$ cat config.mk
export PLATFORM = sky130hd
export DESIGN_NAME = unicode_word_boundary_scanner
export DESIGN_NICKNAME = d
export VERILOG_FILES = /design/src/rtl/uwbs_pkg.sv /design/src/rtl/unicode_word_boundary_scanner.sv
export SDC_FILE = /design/constraint.sdc
export NUM_CORES = 1
export LEC_CHECK = 0
export ABC_AREA = 1
export CAP_MARGIN = 20
export CORE_ASPECT_RATIO = 0.7
export CORE_UTILIZATION = 35
export CTS_CLUSTER_DIAMETER = 100
export CTS_CLUSTER_SIZE = 16
export DETAILED_ROUTE_END_ITERATION = 10
export DONT_BUFFER_PORTS = 1
export PLACE_DENSITY = 0.46
export SYNTH_ARGS = -nofsm -noshare
export SYNTH_HDL_FRONTEND = slang
export SYNTH_SLANG_ARGS = --single-unit
export TNS_END_PERCENT = 100
$ cat constraint.sdc
create_clock -name clk -period 13.35 [get_ports clk]
set_input_delay 2.67 -clock clk [delete_from_list [all_inputs] [get_ports clk]]
set_output_delay 2.67 -clock clk [all_outputs]
set_load 0.05 [all_outputs]
$ cat src/rtl/uwbs_pkg.sv
// Shared types and constants for the Unicode word boundary scanner.
package uwbs_pkg;

    localparam int LEN_W   = 16;
    localparam int OUT_W   = 16;
    localparam int MAX_OUT = 3;
    localparam int Q_DEPTH = 4;
    localparam int Q_PTR_W = $clog2(Q_DEPTH);
    localparam int Q_CNT_W = $clog2(Q_DEPTH + 1);

    typedef logic [LEN_W-1:0] len_t;

    typedef enum logic [4:0] {
        CL_CR    = 5'd0,
        CL_LF    = 5'd1,
        CL_NL    = 5'd2,
        CL_WS    = 5'd3,
        CL_AL    = 5'd4,
        CL_NU    = 5'd5,
        CL_ENL   = 5'd6,
        CL_HE    = 5'd7,
        CL_KA    = 5'd8,
        CL_RI    = 5'd9,
        CL_DQ    = 5'd10,
        CL_ML    = 5'd11,
        CL_MN    = 5'd12,
        CL_MNL   = 5'd13,
        CL_SQ    = 5'd14,
        CL_EXT   = 5'd15,
        CL_FMT   = 5'd16,
        CL_ZWJ   = 5'd17,
        CL_OTHER = 5'd18
    } class_t;

    typedef enum logic [9:0] {
        SC_START = 10'b00_0000_0001,
        SC_CR    = 10'b00_0000_0010,
        SC_WS    = 10'b00_0000_0100,
        SC_AL    = 10'b00_0000_1000,
        SC_HE    = 10'b00_0001_0000,
        SC_NU    = 10'b00_0010_0000,
        SC_KA    = 10'b00_0100_0000,
        SC_ENL   = 10'b00_1000_0000,
        SC_RI    = 10'b01_0000_0000,
        SC_ANY   = 10'b10_0000_0000
    } scan_t;

    typedef struct packed {
        scan_t  scan;
        len_t   open_len;
        len_t   pend_len;
        logic   pend_valid;
        class_t pend_class;
        logic   after_zwj;
        logic   pend_after_zwj;
    } ctx_t;

    typedef struct packed {
        ctx_t                    ctx;
        logic [1:0]              cnt;
        len_t [MAX_OUT-1:0]      len;
    } res_t;

    localparam ctx_t CTX_RESET = '{
        scan:           SC_START,
        open_len:       '0,
        pend_len:       '0,
        pend_valid:     1'b0,
        pend_class:     CL_CR,
        after_zwj:      1'b0,
        pend_after_zwj: 1'b0
    };

endpackage

$ cat src/rtl/unicode_word_boundary_scanner.sv
// Top level of the Unicode word boundary scanner: segment state and result queue.
//
//  Channel | Dir | Beat contents
//  --------+-----+------------------------------------------------------------
//  s_      | in  | tuser: break_class, is_pictographic; tdata: char_bytes;
//          |     | tlast: end_of_text
//  m_      | out | tdata: segment_bytes; tlast: last_of_run
//
// Each character is classified and folded into the segment state in the cycle it is
// accepted, and its finished segments (zero to three) enter a four-entry result queue.
// A character is taken whenever the queue holds at most one entry, so one character
// per cycle is sustained while each yields at most one segment and the output drains.
// Segments leave the queue one beat per cycle; a stalled output fills the queue and
// then holds off the input. Reset returns the scanner to the start state and empties
// the queue.
module unicode_word_boundary_scanner
(
    input  logic        clk,
    input  logic        rst_n,
    input  logic        s_tvalid,
    output logic        s_tready,
    input  logic [7:0]  s_tdata,   // [2:0] char_bytes, [7:3] zero
    input  logic [5:0]  s_tuser,   // [4:0] break_class, [5] is_pictographic
    input  logic        s_tlast,
    output logic        m_tvalid,
    input  logic        m_tready,
    output logic [15:0] m_tdata,   // [15:0] segment_bytes
    output logic        m_tlast
);

    uwbs_pkg::ctx_t ctx_reg;
    uwbs_pkg::res_t res;
    uwbs_pkg::class_t in_class;

    logic [uwbs_pkg::OUT_W-1:0]   q_len_reg [uwbs_pkg::Q_DEPTH];
    logic                         q_last_reg [uwbs_pkg::Q_DEPTH];
    logic [uwbs_pkg::Q_PTR_W-1:0] wr_ptr_reg;
    logic [uwbs_pkg::Q_PTR_W-1:0] rd_ptr_reg;
    logic [uwbs_pkg::Q_CNT_W-1:0] q_cnt_reg;
    logic [uwbs_pkg::Q_CNT_W-1:0] q_cnt_next;
    logic [uwbs_pkg::Q_CNT_W-1:0] push_cnt;
    logic                         accept;
    logic                         pop;

    function automatic uwbs_pkg::len_t f_sat_add(uwbs_pkg::len_t a, uwbs_pkg::len_t b);
        logic [uwbs_pkg::LEN_W:0] sum;
        sum = {1'b0, a} + {1'b0, b};
        return sum[uwbs_pkg::LEN_W] ? '1 : sum[uwbs_pkg::LEN_W-1:0];
    endfunction

    function automatic logic [uwbs_pkg::OUT_W-1:0] f_out(uwbs_pkg::len_t l);
        logic [uwbs_pkg::LEN_W+uwbs_pkg::OUT_W-1:0] wide;
        wide = {{uwbs_pkg::OUT_W{1'b0}}, l};
        return (|wide[uwbs_pkg::LEN_W+uwbs_pkg::OUT_W-1:uwbs_pkg::OUT_W]) ?
               '1 : wide[uwbs_pkg::OUT_W-1:0];
    endfunction

    function automatic logic f_is_newline(uwbs_pkg::class_t c);
        return c == uwbs_pkg::CL_CR || c == uwbs_pkg::CL_LF || c == uwbs_pkg::CL_NL;
    endfunction

    function automatic uwbs_pkg::scan_t f_class_scan(uwbs_pkg::class_t c);
        uwbs_pkg::scan_t s;
        case (c)
            uwbs_pkg::CL_CR:  s = uwbs_pkg::SC_CR;
            uwbs_pkg::CL_WS:  s = uwbs_pkg::SC_WS;
            uwbs_pkg::CL_AL:  s = uwbs_pkg::SC_AL;
            uwbs_pkg::CL_NU:  s = uwbs_pkg::SC_NU;
            uwbs_pkg::CL_ENL: s = uwbs_pkg::SC_ENL;
            uwbs_pkg::CL_HE:  s = uwbs_pkg::SC_HE;
            uwbs_pkg::CL_KA:  s = uwbs_pkg::SC_KA;
            uwbs_pkg::CL_RI:  s = uwbs_pkg::SC_RI;
            default:          s = uwbs_pkg::SC_ANY;
        endcase
        return s;
    endfunction

    function automatic uwbs_pkg::res_t f_emit(uwbs_pkg::res_t r, uwbs_pkg::len_t l);
        uwbs_pkg::res_t o;
        o = r;
        if (r.cnt < 2'd3)
        begin
            o.len[r.cnt] = l;
            o.cnt = r.cnt + 2'd1;
        end
        return o;
    endfunction

    function automatic uwbs_pkg::res_t f_start_with(uwbs_pkg::res_t r, uwbs_pkg::class_t c,
                                                    logic [2:0] b);
        uwbs_pkg::res_t o;
        o = r;
        if (c == uwbs_pkg::CL_LF || c == uwbs_pkg::CL_NL)
        begin
            o = f_emit(o, uwbs_pkg::len_t'(b));
            o.ctx.open_len = '0;
            o.ctx.scan = uwbs_pkg::SC_START;
            o.ctx.after_zwj = 1'b0;
        end
        else
        begin
            o.ctx.open_len = uwbs_pkg::len_t'(b);
            o.ctx.scan = f_class_scan(c);
            o.ctx.after_zwj = (c == uwbs_pkg::CL_ZWJ);
        end
        return o;
    endfunction

    function automatic uwbs_pkg::res_t f_maybe_break(uwbs_pkg::res_t r, uwbs_pkg::class_t c,
                                                     logic pict, logic [2:0] b);
        uwbs_pkg::res_t o;
        o = r;
        if (r.ctx.after_zwj && pict && !f_is_newline(c))
        begin
            o.ctx.open_len = f_sat_add(r.ctx.open_len, uwbs_pkg::len_t'(b));
            o.ctx.scan = f_class_scan(c);
            o.ctx.after_zwj = (c == uwbs_pkg::CL_ZWJ);
        end
        else
        begin
            o = f_emit(o, r.ctx.open_len);
            o = f_start_with(o, c, b);
        end
        return o;
    endfunction

    function automatic uwbs_pkg::scan_t f_direct_join(uwbs_pkg::scan_t st, uwbs_pkg::class_t c);
        logic word;
        uwbs_pkg::scan_t t;
        word = (c == uwbs_pkg::CL_AL || c == uwbs_pkg::CL_HE ||
                c == uwbs_pkg::CL_NU || c == uwbs_pkg::CL_ENL);
        t = uwbs_pkg::SC_START;
        if (st == uwbs_pkg::SC_KA)
        begin
            if (c == uwbs_pkg::CL_KA || c == uwbs_pkg::CL_ENL)
                t = f_class_scan(c);
        end
        else if (st == uwbs_pkg::SC_ENL)
        begin
            if (word || c == uwbs_pkg::CL_KA)
                t = f_class_scan(c);
        end
        else if (st == uwbs_pkg::SC_AL || st == uwbs_pkg::SC_HE || st == uwbs_pkg::SC_NU)
        begin
            if (word)
                t = f_class_scan(c);
        end
        return t;
    endfunction

    function automatic logic f_may_pend(uwbs_pkg::scan_t st, uwbs_pkg::class_t c);
        logic p;
        p = 1'b0;
        if (st == uwbs_pkg::SC_AL)
            p = c == uwbs_pkg::CL_ML || c == uwbs_pkg::CL_MNL || c == uwbs_pkg::CL_SQ;
        else if (st == uwbs_pkg::SC_HE)
            p = c == uwbs_pkg::CL_ML || c == uwbs_pkg::CL_MNL || c == uwbs_pkg::CL_SQ ||
                c == uwbs_pkg::CL_DQ;
        else if (st == uwbs_pkg::SC_NU)
            p = c == uwbs_pkg::CL_MN || c == uwbs_pkg::CL_MNL || c == uwbs_pkg::CL_SQ;
        return p;
    endfunction

    function automatic logic f_pending_joins(uwbs_pkg::ctx_t s, uwbs_pkg::class_t c);
        logic j;
        j = 1'b0;
        if (s.scan == uwbs_pkg::SC_AL)
            j = c == uwbs_pkg::CL_AL || c == uwbs_pkg::CL_HE;
        else if (s.scan == uwbs_pkg::SC_HE)
        begin
            if (s.pend_class == uwbs_pkg::CL_DQ)
                j = c == uwbs_pkg::CL_HE;
            else
                j = c == uwbs_pkg::CL_AL || c == uwbs_pkg::CL_HE;
        end
        else if (s.scan == uwbs_pkg::SC_NU)
            j = c == uwbs_pkg::CL_NU;
        return j;
    endfunction

    function automatic uwbs_pkg::res_t f_pending_fail(uwbs_pkg::res_t r);
        uwbs_pkg::res_t o;
        o = r;
        if (r.ctx.scan == uwbs_pkg::SC_HE && r.ctx.pend_class == uwbs_pkg::CL_SQ)
            o.ctx.open_len = f_sat_add(r.ctx.open_len, r.ctx.pend_len);
        else
        begin
            o = f_emit(o, r.ctx.open_len);
            o.ctx.open_len = r.ctx.pend_len;
        end
        o.ctx.scan = uwbs_pkg::SC_ANY;
        o.ctx.after_zwj = r.ctx.pend_after_zwj;
        o.ctx.pend_valid = 1'b0;
        o.ctx.pend_len = '0;
        o.ctx.pend_class = uwbs_pkg::CL_CR;
        o.ctx.pend_after_zwj = 1'b0;
        return o;
    endfunction

    function automatic uwbs_pkg::res_t f_step(uwbs_pkg::ctx_t s, uwbs_pkg::class_t c,
                                              logic pict, logic [2:0] b, logic eot);
        uwbs_pkg::res_t  r;
        uwbs_pkg::len_t  bl;
        uwbs_pkg::scan_t t;
        logic            ext;
        r.ctx = s;
        r.cnt = 2'd0;
        r.len = '0;
        bl = uwbs_pkg::len_t'(b);
        t = f_direct_join(s.scan, c);
        ext = c == uwbs_pkg::CL_EXT || c == uwbs_pkg::CL_FMT || c == uwbs_pkg::CL_ZWJ;

        if (s.scan == uwbs_pkg::SC_START)
            r = f_start_with(r, c, b);
        else if (ext)
        begin
            if (s.scan == uwbs_pkg::SC_CR)
            begin
                r = f_emit(r, s.open_len);
                r = f_start_with(r, c, b);
            end
            else if (s.pend_valid)
            begin
                r.ctx.pend_len = f_sat_add(s.pend_len, bl);
                r.ctx.pend_after_zwj = (c == uwbs_pkg::CL_ZWJ);
            end
            else
            begin
                r.ctx.open_len = f_sat_add(s.open_len, bl);
                r.ctx.after_zwj = (c == uwbs_pkg::CL_ZWJ);
                if (s.scan == uwbs_pkg::SC_WS)
                    r.ctx.scan = uwbs_pkg::SC_ANY;
            end
        end
        else if (s.pend_valid)
        begin
            if (f_pending_joins(s, c))
            begin
                r.ctx.open_len = f_sat_add(f_sat_add(s.open_len, s.pend_len), bl);
                r.ctx.scan = f_class_scan(c);
                r.ctx.after_zwj = 1'b0;
                r.ctx.pend_valid = 1'b0;
                r.ctx.pend_len = '0;
                r.ctx.pend_class = uwbs_pkg::CL_CR;
                r.ctx.pend_after_zwj = 1'b0;
            end
            else
            begin
                r = f_pending_fail(r);
                r = f_maybe_break(r, c, pict, b);
            end
        end
        else if (s.scan == uwbs_pkg::SC_CR)
        begin
            if (c == uwbs_pkg::CL_LF)
            begin
                r = f_emit(r, f_sat_add(s.open_len, bl));
                r.ctx.open_len = '0;
                r.ctx.scan = uwbs_pkg::SC_START;
                r.ctx.after_zwj = 1'b0;
            end
            else
            begin
                r = f_emit(r, s.open_len);
                r = f_start_with(r, c, b);
            end
        end
        else if (s.scan == uwbs_pkg::SC_WS && c == uwbs_pkg::CL_WS)
            r.ctx.open_len = f_sat_add(s.open_len, bl);
        else if (s.scan == uwbs_pkg::SC_RI && c == uwbs_pkg::CL_RI)
        begin
            r.ctx.open_len = f_sat_add(s.open_len, bl);
            r.ctx.scan = uwbs_pkg::SC_ANY;
            r.ctx.after_zwj = 1'b0;
        end
        else if (t != uwbs_pkg::SC_START)
        begin
            r.ctx.open_len = f_sat_add(s.open_len, bl);
            r.ctx.scan = t;
            r.ctx.after_zwj = 1'b0;
        end
        else if (f_may_pend(s.scan, c))
        begin
            r.ctx.pend_valid = 1'b1;
            r.ctx.pend_len = bl;
            r.ctx.pend_class = c;
            r.ctx.pend_after_zwj = 1'b0;
        end
        else
            r = f_maybe_break(r, c, pict, b);

        if (eot)
        begin
            if (r.ctx.pend_valid)
                r = f_pending_fail(r);
            if (r.ctx.scan != uwbs_pkg::SC_START)
                r = f_emit(r, r.ctx.open_len);
            r.ctx = uwbs_pkg::CTX_RESET;
        end
        return r;
    endfunction

    // Classes beyond the defined range are handled as Other.
    assign in_class = (s_tuser[4:0] > uwbs_pkg::CL_OTHER) ? uwbs_pkg::CL_OTHER :
                      uwbs_pkg::class_t'(s_tuser[4:0]);

    always_comb
    begin
        res = f_step(ctx_reg, in_class, s_tuser[5], s_tdata[2:0], s_tlast);
    end

    assign s_tready = q_cnt_reg <= uwbs_pkg::Q_CNT_W'(1);
    assign accept   = s_tvalid && s_tready;
    assign m_tvalid = q_cnt_reg != '0;
    assign pop      = m_tvalid && m_tready;
    assign m_tdata  = q_len_reg[rd_ptr_reg];
    assign m_tlast  = q_last_reg[rd_ptr_reg];

    assign push_cnt   = accept ? uwbs_pkg::Q_CNT_W'(res.cnt) : '0;
    assign q_cnt_next = q_cnt_reg + push_cnt - uwbs_pkg::Q_CNT_W'(pop);

    always_ff @(posedge clk or negedge rst_n)
    begin
        if (!rst_n)
        begin
            ctx_reg    <= uwbs_pkg::CTX_RESET;
            wr_ptr_reg <= '0;
            rd_ptr_reg <= '0;
            q_cnt_reg  <= '0;
        end
        else
        begin
            if (accept)
                ctx_reg <= res.ctx;
            wr_ptr_reg <= wr_ptr_reg + uwbs_pkg::Q_PTR_W'(push_cnt);
            rd_ptr_reg <= rd_ptr_reg + uwbs_pkg::Q_PTR_W'(pop);
            q_cnt_reg  <= q_cnt_next;
        end
    end

    always_ff @(posedge clk)
    begin
        for (int j = 0; j < uwbs_pkg::Q_DEPTH; j++)
        begin
            logic [uwbs_pkg::Q_PTR_W-1:0] off;
            off = uwbs_pkg::Q_PTR_W'(j) - wr_ptr_reg;
            if (accept && (uwbs_pkg::Q_CNT_W'(off) < uwbs_pkg::Q_CNT_W'(res.cnt)))
            begin
                q_len_reg[j]  <= f_out(res.len[off[1:0]]);
                q_last_reg[j] <= (uwbs_pkg::Q_CNT_W'(off) + uwbs_pkg::Q_CNT_W'(1)) ==
                                 uwbs_pkg::Q_CNT_W'(res.cnt);
            end
        end
    end

endmodule
==> results of run 1 <==
## worst paths after layout
check                              from               end  slack, ps
max                          s_tuser[3]      q_cnt_reg[2]       4110
max in group asynchronous         rst_n       ctx_reg[40]      11150
min in group asynchronous         rst_n       ctx_reg[37]       1910
min reg2reg                q_cnt_reg[0]      q_cnt_reg[0]        510
max reg2reg                  ctx_reg[8]  q_len_reg[2][10]       5800
min                        q_cnt_reg[0]      q_cnt_reg[0]        510
## area by class of cell
cell class	instances	area (sq um)	share of cell area, %
multi-input combinational	1978	10800	63.1
sequential	125	3470	20.2
inverter	313	1180	6.90
tap	603	754	4.40
clock buffer	19	475	2.77
timing repair buffer	43	347	2.02
clock inverter	13	101	0.591
## cells by family (layout without fill, tap and decap cells)
group	after synthesis	in the layout	synth area share, %
AND/OR/NAND/NOR	1349	1349	39.4
AO/OA/AOI/OAI	512	512	19.8
buffers and inverters	430	388	10.8
flip-flops	125	125	21.7
adder cells (fa/ha/maj)	68	68	5.64
XOR/XNOR	49	49	2.68
## power groups by stage
| stage | Clock (uW) | Combinational, uW | Sequential (uW) |
|---|---|---|---|
| 3_3_place_gp | 0 | 3180 | 758 |
| 3_5_place_dp | 0 | 3210 | 757 |
| 5_1_grt | 494 | 3620 | 765 |
| 2_1_floorplan | 0 | 2400 | 681 |
| 6_report | 473 | 3260 | 752 |
| 4_1_cts | 479 | 3220 | 750 |
## routing by layer
metal / GRT usage, % / wire length (um) / up-vias
met1: 45.8 / 34100 / 8647
met2: 44.5 / 29300 / 761
met4: 6.15 / 1370 / 0
met5: 0 / 0 / -
met3: 4.77 / 5700 / 93
li1: - / - / 8524
## metrics by stage
step                instances  hold WS, ps  total power [uW]  utilization (%)  setup WS, ps
floorplan                2533          477              3080                -          5560
global placement         3060          503              3940             36.7          3810
detailed placement       3061          503              3970             36.8          3740
CTS                      3093          519              4450             38.0          4200
global route             3094          556              4880             38.1          3460
finish                   3094          514              4490             38.1          4110
## placed cells by master (no fill, tap or decap), types with 40 or more instances in the layout
| master | count |
|---|---|
| nand2_1 | 585 |
| o22ai_1 | 96 |
| nand2_2 | 40 |
| inv_2 | 46 |
| inv_1 | 257 |
| nor3_1 | 44 |
| nor2_1 | 233 |
| ha_1 | 61 |
| edfxtp_1 | 68 |
| nand3_1 | 281 |
| buf_4 | 41 |
| o21ai_0 | 140 |
| nand4_1 | 58 |
| a21oi_1 | 98 |
| dfrtp_1 | 55 |
==> flow_metrics.tcl, run 1 <==
set metrics [dict create \
    status "completed" \
    ys_seq_area_share_pct 21.7 \
    worst-endpoint-required_ps 13690 \
    critPathMaxStageDelay_ps 630 \
    die_h_um 181 \
    grt_pass1_wl_mm 107 \
    drv_cap 0 \
    power.switching_uw 2680 \
    async_reset_ff_share_pct 45.6 \
    cp.arrival_ps 9580 \
    fp.dieArea_sq_um 46600 \
    antenna_found_initial 0 \
    critical_path_class "in -> reg" \
    ys_ff_latch 125 \
    cp_num_buf_inv 8 \
    power_density_nw_per_um2 261 \
    synth_fp_nets 2620 \
    synth_area_leaders "nand2_1 14%, edfxtp_1 13%, nand3_1 8.8%" \
    hold_depth 1 \
    hold_viol 0 \
    insertion_delay_ps 450 \
    htree_levels 4 \
    dpl_cell_area_sq_um 16600 \
    yosysTopAreaCellShare_pct 13.7 \
    yosysMostFrequentCell "nand2_1" \
    clkPwrFrac_pct 10.6 \
    comb_power_share_pct 72.7 \
    areaGrowthSynthToFinish_pct 7.19 \
    rows 65 \
    grt_pass1_vias 16900 \
    cts_tree "done" \
    maxSlewViolCount 0 \
    clock_sinks 125 \
    wl_mm 70.5 \
    core_sq_um 45100 \
    grtUsageTotal_pct 30.2 \
    tightest_slew_ps 1180 \
    timing.setup.tns_ps 0 \
    cp_common_cell "nand2_1" \
    wl_per_cell_um 22.8 \
    hp-class "reg -> reg" \
    clock_path_buffers 2 \
    post-cts-setup-buffers 0 \
    ir_worst_vdd_mv 0.205 \
    synth_enable_flop_cells 68 \
    relSlewSlack_pct 22.3 \
    r2r_cells 45 \
    syn_area_per_cell_sq_um 6.32 \
    p_seq_share_pct 16.8 \
    cts_resized 0 \
    skew_ps 17.5 \
    io_pins 38 \
    drc 0 \
    start_util_pct 35.5 \
    synth_warnings 0 \
    max_freq_ghz 0.108 \
    ant_nets 0 \
    antenna_cells 0 \
    post_synth_instance_area_sq_um 16000 \
    port_buffers 0 \
    swShare_pct 59.8 \
    period_needed_ps 9240 \
    synth_flop_cell "edfxtp_1" \
    grt_overflow 0 \
    avgViaCountPerCell 5.83 \
    numCtsBuffers 17 \
    path_depth 31 \
    largest_reg_flops 64 \
    critPathSlowestCell "nor2_4" \
    setup_violations 0 \
    drive_gt1_share_pct 11.6 \
    fin_area_sq_um 17200 \
    cts-hold-fix-buffers 0 \
    gp_congestion 0.981 \
    syn_inst 2533 \
    cts_root_buf "clkbuf_16" \
    dr.pass1.iters 6 \
    dp_hpwl_mm 54.6 \
    rsz0062_at_grt "false" \
    fin_nets 2565 \
    die_width_um 258 \
    cts.reportedPaths.clkPinSlew_ps 70 \
    cp_top_family "simple AND/OR/NAND/NOR gates" \
    p_int_uw 1800 \
    synth_top_cell_by_area "nand2_1" \
    yosys-top-cells-count "585 x nand2_1, 281 x nand3_1, 257 x inv_1" \
    drtIter0Drc 1877 \
    timing.final.crit_share_pct 69.2 \
    ys_types 68 \
    fillers 4992 \
    cp-start-kind "primary input" \
    vias 18000 \
    grt_max_degree 65 \
    cp-end-kind "flop" \
    cp_max_fo 26 \
    p_leak_uw 0.00767 \
]
No activity file was read; power rests on OpenSTA's default activity.
==> run 2, diff against run 1 <==
--- a/config.mk
+++ b/config.mk
@@ -13,7 +13,7 @@
 export CTS_CLUSTER_SIZE = 16
 export DETAILED_ROUTE_END_ITERATION = 10
 export DONT_BUFFER_PORTS = 1
-export PLACE_DENSITY = 0.46
+export PLACE_DENSITY = 0.48
 export SYNTH_ARGS = -nofsm -noshare
 export SYNTH_HDL_FRONTEND = slang
 export SYNTH_SLANG_ARGS = --single-unit
==> constraint.sdc (replaced) <==
create_clock -name clk -period 7.99 [get_ports clk]
set_input_delay 1.598 -clock clk [delete_from_list [all_inputs] [get_ports clk]]
set_output_delay 1.598 -clock clk [all_outputs]
set_load 0.05 [all_outputs]
==> run 2 against run 1 <==
  * Flip-flop and latch count did not move
  * Highest routed layer unchanged
  * Combinational power up 70%
  * Global-route usage fell by 0.13 points
==> flow_metrics.tcl, run 2 (synthesis gave the netlist of run 1 again) <==
set metrics [dict create \
    hp-class "reg -> reg" \
    skew_ps 20.6 \
    vias 18100 \
    worst-endpoint-required_ps 8190 \
    p_leak_uw 0.00780 \
    avgViaCountPerCell 5.82 \
    cp_common_cell "nand2_1" \
    grt_pass1_wl_mm 107 \
    clock_path_buffers 2 \
    drc 0 \
    grt_pass1_vias 17100 \
    cts-hold-fix-buffers 0 \
    critPathMaxStageDelay_ps 490 \
    drive_gt1_share_pct 12.4 \
    cts.reportedPaths.clkPinSlew_ps 70 \
    gp_congestion 1.00 \
    cp.arrival_ps 7500 \
    grt_max_degree 65 \
    grt_overflow 0 \
    die_h_um 181 \
    tightest_slew_ps 1190 \
    cp-start-kind "flop" \
    clock_sinks 125 \
    p_int_uw 3060 \
    cp_max_fo 9 \
    period_needed_ps 7300 \
    cts_root_buf "clkbuf_16" \
    cp-end-kind "flop" \
    final_cell_count_no_fill 3119 \
    post-cts-setup-buffers 0 \
    swShare_pct 59.7 \
    power.switching_uw 4520 \
    clkPwrFrac_pct 10.7 \
    core_sq_um 45100 \
    htree_levels 4 \
    final_common_cell "nand2_1" \
    cts_tree "done" \
    seq_area_sq_um 3470 \
    max_freq_ghz 0.137 \
    areaGrowthSynthToFinish_pct 8.34 \
    fillers 4950 \
    dp_hpwl_mm 54.7 \
    status "completed" \
    numCtsBuffers 17 \
    cts_resized 0 \
    relSlewSlack_pct 21.9 \
    fp.dieArea_sq_um 46600 \
    p_seq_share_pct 16.3 \
    rsz0062_at_grt "false" \
    drtIter0Drc 1945 \
    insertion_delay_ps 450 \
    grtUsageTotal_pct 30.1 \
    dr.pass1.iters 6 \
    setup_violations 0 \
    critical_path_class "reg -> reg" \
    power_density_nw_per_um2 437 \
    wl_mm 70.2 \
    hold_viol 0 \
    multi_input_area_sq_um 10800 \
    timing.setup.tns_ps 0 \
    drv_cap 0 \
    critPathSlowestCell "dfrtp_1" \
    maxSlewViolCount 0 \
    hold-worst-slack_ps 511 \
    io_pins 38 \
    port_buffers 0 \
    die_width_um 258 \
    antenna_found_initial 0 \
    final_cell_mix "585 x nand2_1, 281 x nand3_1, 257 x inv_1" \
    fin_nets 2589 \
    largest_reg_flops 64 \
    rows 65 \
    comb_power_share_pct 73.0 \
    timing.final.crit_share_pct 91.4 \
    ir_worst_vdd_mv 0.385 \
    start_util_pct 35.5 \
    wl_per_cell_um 22.5 \
    ant_nets 0 \
    dp.cells 3085 \
]
-- run 2: changes by cell type in the layout (fill, tap and decap cells not counted), sizes merged --
cell,delta
buf,+24
bufinv,+1
diode,+1
clkinv,-2
inv,+3
clkinvlp,-2
-- run 2: metrics by stage --
stage / utilization (%) / power (uW) / instance area [sq um] / setup slack [ps]
floorplan: - / 5150 / 16000 / 1270
global placement: 37.1 / 6580 / 16700 / 700
detailed placement: 37.1 / 6670 / 16700 / 685
CTS: 38.4 / 7490 / 17300 / 772
global route: 38.5 / 8220 / 17300 / 18.8
finish: 38.5 / 7580 / 17300 / 686
-- run 2: path summary, 6_finish.rpt --
check	startpoint	end	cells after the start	slack, ps
min in group asynchronous	rst_n	ctx_reg[39]	0	840
setup reg to reg	ctx_reg[8]	q_len_reg[3][8]	43	690
setup / recovery	ctx_reg[8]	q_len_reg[3][8]	43	690
hold / removal	q_cnt_reg[0]	q_cnt_reg[0]	1	510
hold reg to reg	q_cnt_reg[0]	q_cnt_reg[0]	1	510
max in group asynchronous	rst_n	ctx_reg[40]	0	6860
-- run 2: critical path, delay by kind of cell, from the launching register on --
family / cells / cell delay (ps)
and+or+nand+nor: 29 / 3630
AOI/OAI and AO/OA: 5 / 930
adders and majority gates: 4 / 1490
buffers and inverters: 5 / 530
DFF: 1 / 490
-- run 2: power groups by stage --
stage	Combinational (uW)	Clock (uW)	Sequential (uW)
2_1_floorplan	4020	0	1140
3_3_place_gp	5340	0	1250
6_report	5530	811	1240
5_1_grt	6110	851	1260
4_1_cts	5440	823	1230
3_5_place_dp	5420	0	1250
-- run 2: final cells by class --
| type | instances | share of cell area (%) |
|---|---|---|
| inverter | 313 | 6.83 |
| clock inverter | 13 | 0.736 |
| sequential | 125 | 20.0 |
| multi-input combinational | 1978 | 62.4 |
| antenna | 1 | 0.0144 |
| timing repair buffer | 67 | 3.02 |
| tap | 603 | 4.35 |
| clock buffer | 19 | 2.62 |
-- run 2: metal layers --
| metal | vias up | global-route usage, % | part of all wire [%] |
|---|---|---|---|
| met2 | 748 | 44.5 | 42 |
| met4 | 0 | 9.18 | 2.7 |
| li1 | 8569 | - | - |
| met1 | 8723 | 44.6 | 48 |
| met5 | - | 0 | 0 |
| met3 | 105 | 4.29 | 7.5 |
==> run 3, diff against run 2 <==
--- a/config.mk
+++ b/config.mk
@@ -8,6 +8,7 @@
 export ABC_AREA = 1
 export CAP_MARGIN = 20
 export CORE_ASPECT_RATIO = 0.7
+export CORE_MARGIN = 2
 export CORE_UTILIZATION = 35
 export CTS_CLUSTER_DIAMETER = 100
 export CTS_CLUSTER_SIZE = 16
==> constraint.sdc (replaced) <==
create_clock -name clk -period 7.99 [get_ports clk]
set_input_delay 0.799 -clock clk [delete_from_list [all_inputs] [get_ports clk]]
set_output_delay 0.799 -clock clk [all_outputs]
set_load 0.05 [all_outputs]
==> run 3 against run 2 <==
  * Register-to-register slack better by 60 ps
  * Die area is 1.9% higher
  * Maximum frequency is 0.84% higher
  * Clock power is 1% higher
  * Sequential share of layout area is 0.088 points higher
  * First-iteration DRC count is 6.9% higher
  * Design area is 0.44% lower
  * Critical path depth stayed put
  * Clock-buffer cell count stayed put
  * Critical endpoint unchanged
  * Worst hold slack worse by 470 ps
  * Via count is 0.74% lower
==> flow_metrics.tcl, run 3 (synthesis gave the netlist of run 1 again) <==
set metrics [dict create \
    cp-end-kind "flop" \
    largest_reg_flops 64 \
    final_common_cell "nand2_1" \
    r2r_slack_ps 750 \
    cts.reportedPaths.clkPinSlew_ps 60 \
    place_ws_ps 864 \
    io_pins 38 \
    numCtsBuffers 17 \
    critPathSlowestCell "dfrtp_1" \
    port_buffers 0 \
    avgViaCountPerCell 5.80 \
    p_leak_uw 0.00775 \
    top_usage_layer "met2" \
    core_sq_um 45100 \
    critical_path_class "reg -> reg" \
    max_freq_ghz 0.138 \
    fp.dieArea_sq_um 47500 \
    cp-start-kind "flop" \
    cp_max_fo 9 \
    die_width_um 260 \
    rsz0062_at_grt "false" \
    timing.setup.tns_ps 0 \
    final_cell_mix "585 x nand2_1, 281 x nand3_1, 257 x inv_1" \
    dp_hpwl_mm 54.6 \
    drive_gt1_share_pct 12.1 \
    timing.final.crit_share_pct 90.7 \
    tightest_slew_ps 1210 \
    vias 18000 \
    rows 65 \
    relSlewSlack_pct 20.8 \
    power_density_nw_per_um2 438 \
    skew_ps 18.6 \
    grt_max_degree 65 \
    setup_violations 0 \
    critPathMaxStageDelay_ps 480 \
    drtIter0Drc 2080 \
    grtUsageTotal_pct 29.7 \
    hp-class "in -> async" \
    dr.pass1.iters 6 \
    ant_nets 0 \
    grt_pass1_vias 17300 \
    wl_per_cell_um 22.5 \
    worst-endpoint-required_ps 8190 \
    r2r-end "q_len_reg[3][8]" \
    hold_viol 0 \
    grt_pass1_wl_mm 107 \
    post-cts-setup-buffers 0 \
    wl_mm 70.0 \
    cts_root_buf "clkbuf_16" \
    cts-hold-fix-buffers 0 \
    maxSlewViolCount 0 \
    insertion_delay_ps 450 \
    met1_usage_pct 44.0 \
    status "completed" \
    cts_tree "done" \
    clock_path_buffers 2 \
    cp_common_cell "nand2_1" \
    fin_ws_ps 747 \
    drc 0 \
    gp_congestion 0.976 \
    areaGrowthSynthToFinish_pct 7.86 \
    antenna_cells 0 \
    fin_nets 2579 \
    clock_sinks 125 \
    start_util_pct 35.5 \
    r2r-start "ctx_reg[8]" \
    r2r_cells 43 \
    cp.arrival_ps 7440 \
    grt_overflow 0 \
    use_met2_pct 44.1 \
    die_h_um 183 \
    period_needed_ps 7240 \
    cts_resized 0 \
    met3_usage_pct 4.28 \
    drv_cap 0 \
    antenna_found_initial 0 \
    hold-worst-slack_ps 39.4 \
    ir_worst_vdd_mv 0.267 \
    htree_levels 4 \
]
## run 3: worst max-delay path: cells and delay by family, from the launching register on
kind	cells	cell delay (ps)
AO/OA/AOI/OAI	5	910
flip-flops	1	480
AND/OR/NAND/NOR	29	3640
buffers and inverters	5	520
adder cells (fa/ha/maj)	4	1460
## run 3: worst max-delay path by stage
stage	start	to	slack, ps
2_1_floorplan	s_tuser[3]	q_last_reg[1]	2070
5_1_grt	ctx_reg[8]	q_len_reg[0][7]	200
6_report	ctx_reg[8]	q_len_reg[3][8]	750
3_5_place_dp	ctx_reg[8]	q_len_reg[1][7]	860
4_1_cts	ctx_reg[8]	q_len_reg[1][7]	840
3_3_place_gp	ctx_reg[8]	q_len_reg[3][7]	950
## run 3: power breakdown
group	switching, uW	internal, uW	leakage [uW]	total [uW]
logic	3910	1590	0.00607	5500
registers	245	995	0.00139	1240
clock network	350	471	0.000293	820
## run 3: stage by stage
stage	cell area (sq um)	util, %	power [uW]	instances
final	17300	38.3	7560	3108
after global routing	17300	38.3	8200	3108
after CTS	17300	38.3	7500	3108
after detailed placement	16700	36.9	6660	3076
after global placement	16700	36.9	6590	3076
after floorplan	16000	-	5150	2533
## run 3: routing by layer
| layer | vias to the layer above | routed length, um |
|---|---|---|
| met5 | - | 0 |
| met3 | 94 | 5020 |
| met2 | 701 | 28900 |
| li1 | 8548 | - |
| met4 | 0 | 1860 |
| met1 | 8668 | 34200 |
## run 3: final cells by class
| class | instances | area, sq um |
|---|---|---|
| inverter | 313 | 1180 |
| timing repair buffer | 57 | 428 |
| sequential | 125 | 3470 |
| clock buffer | 19 | 475 |
| clock inverter | 13 | 128 |
| multi-input combinational | 1978 | 10800 |
| fill | 4959 | 27900 |
| tap | 603 | 754 |
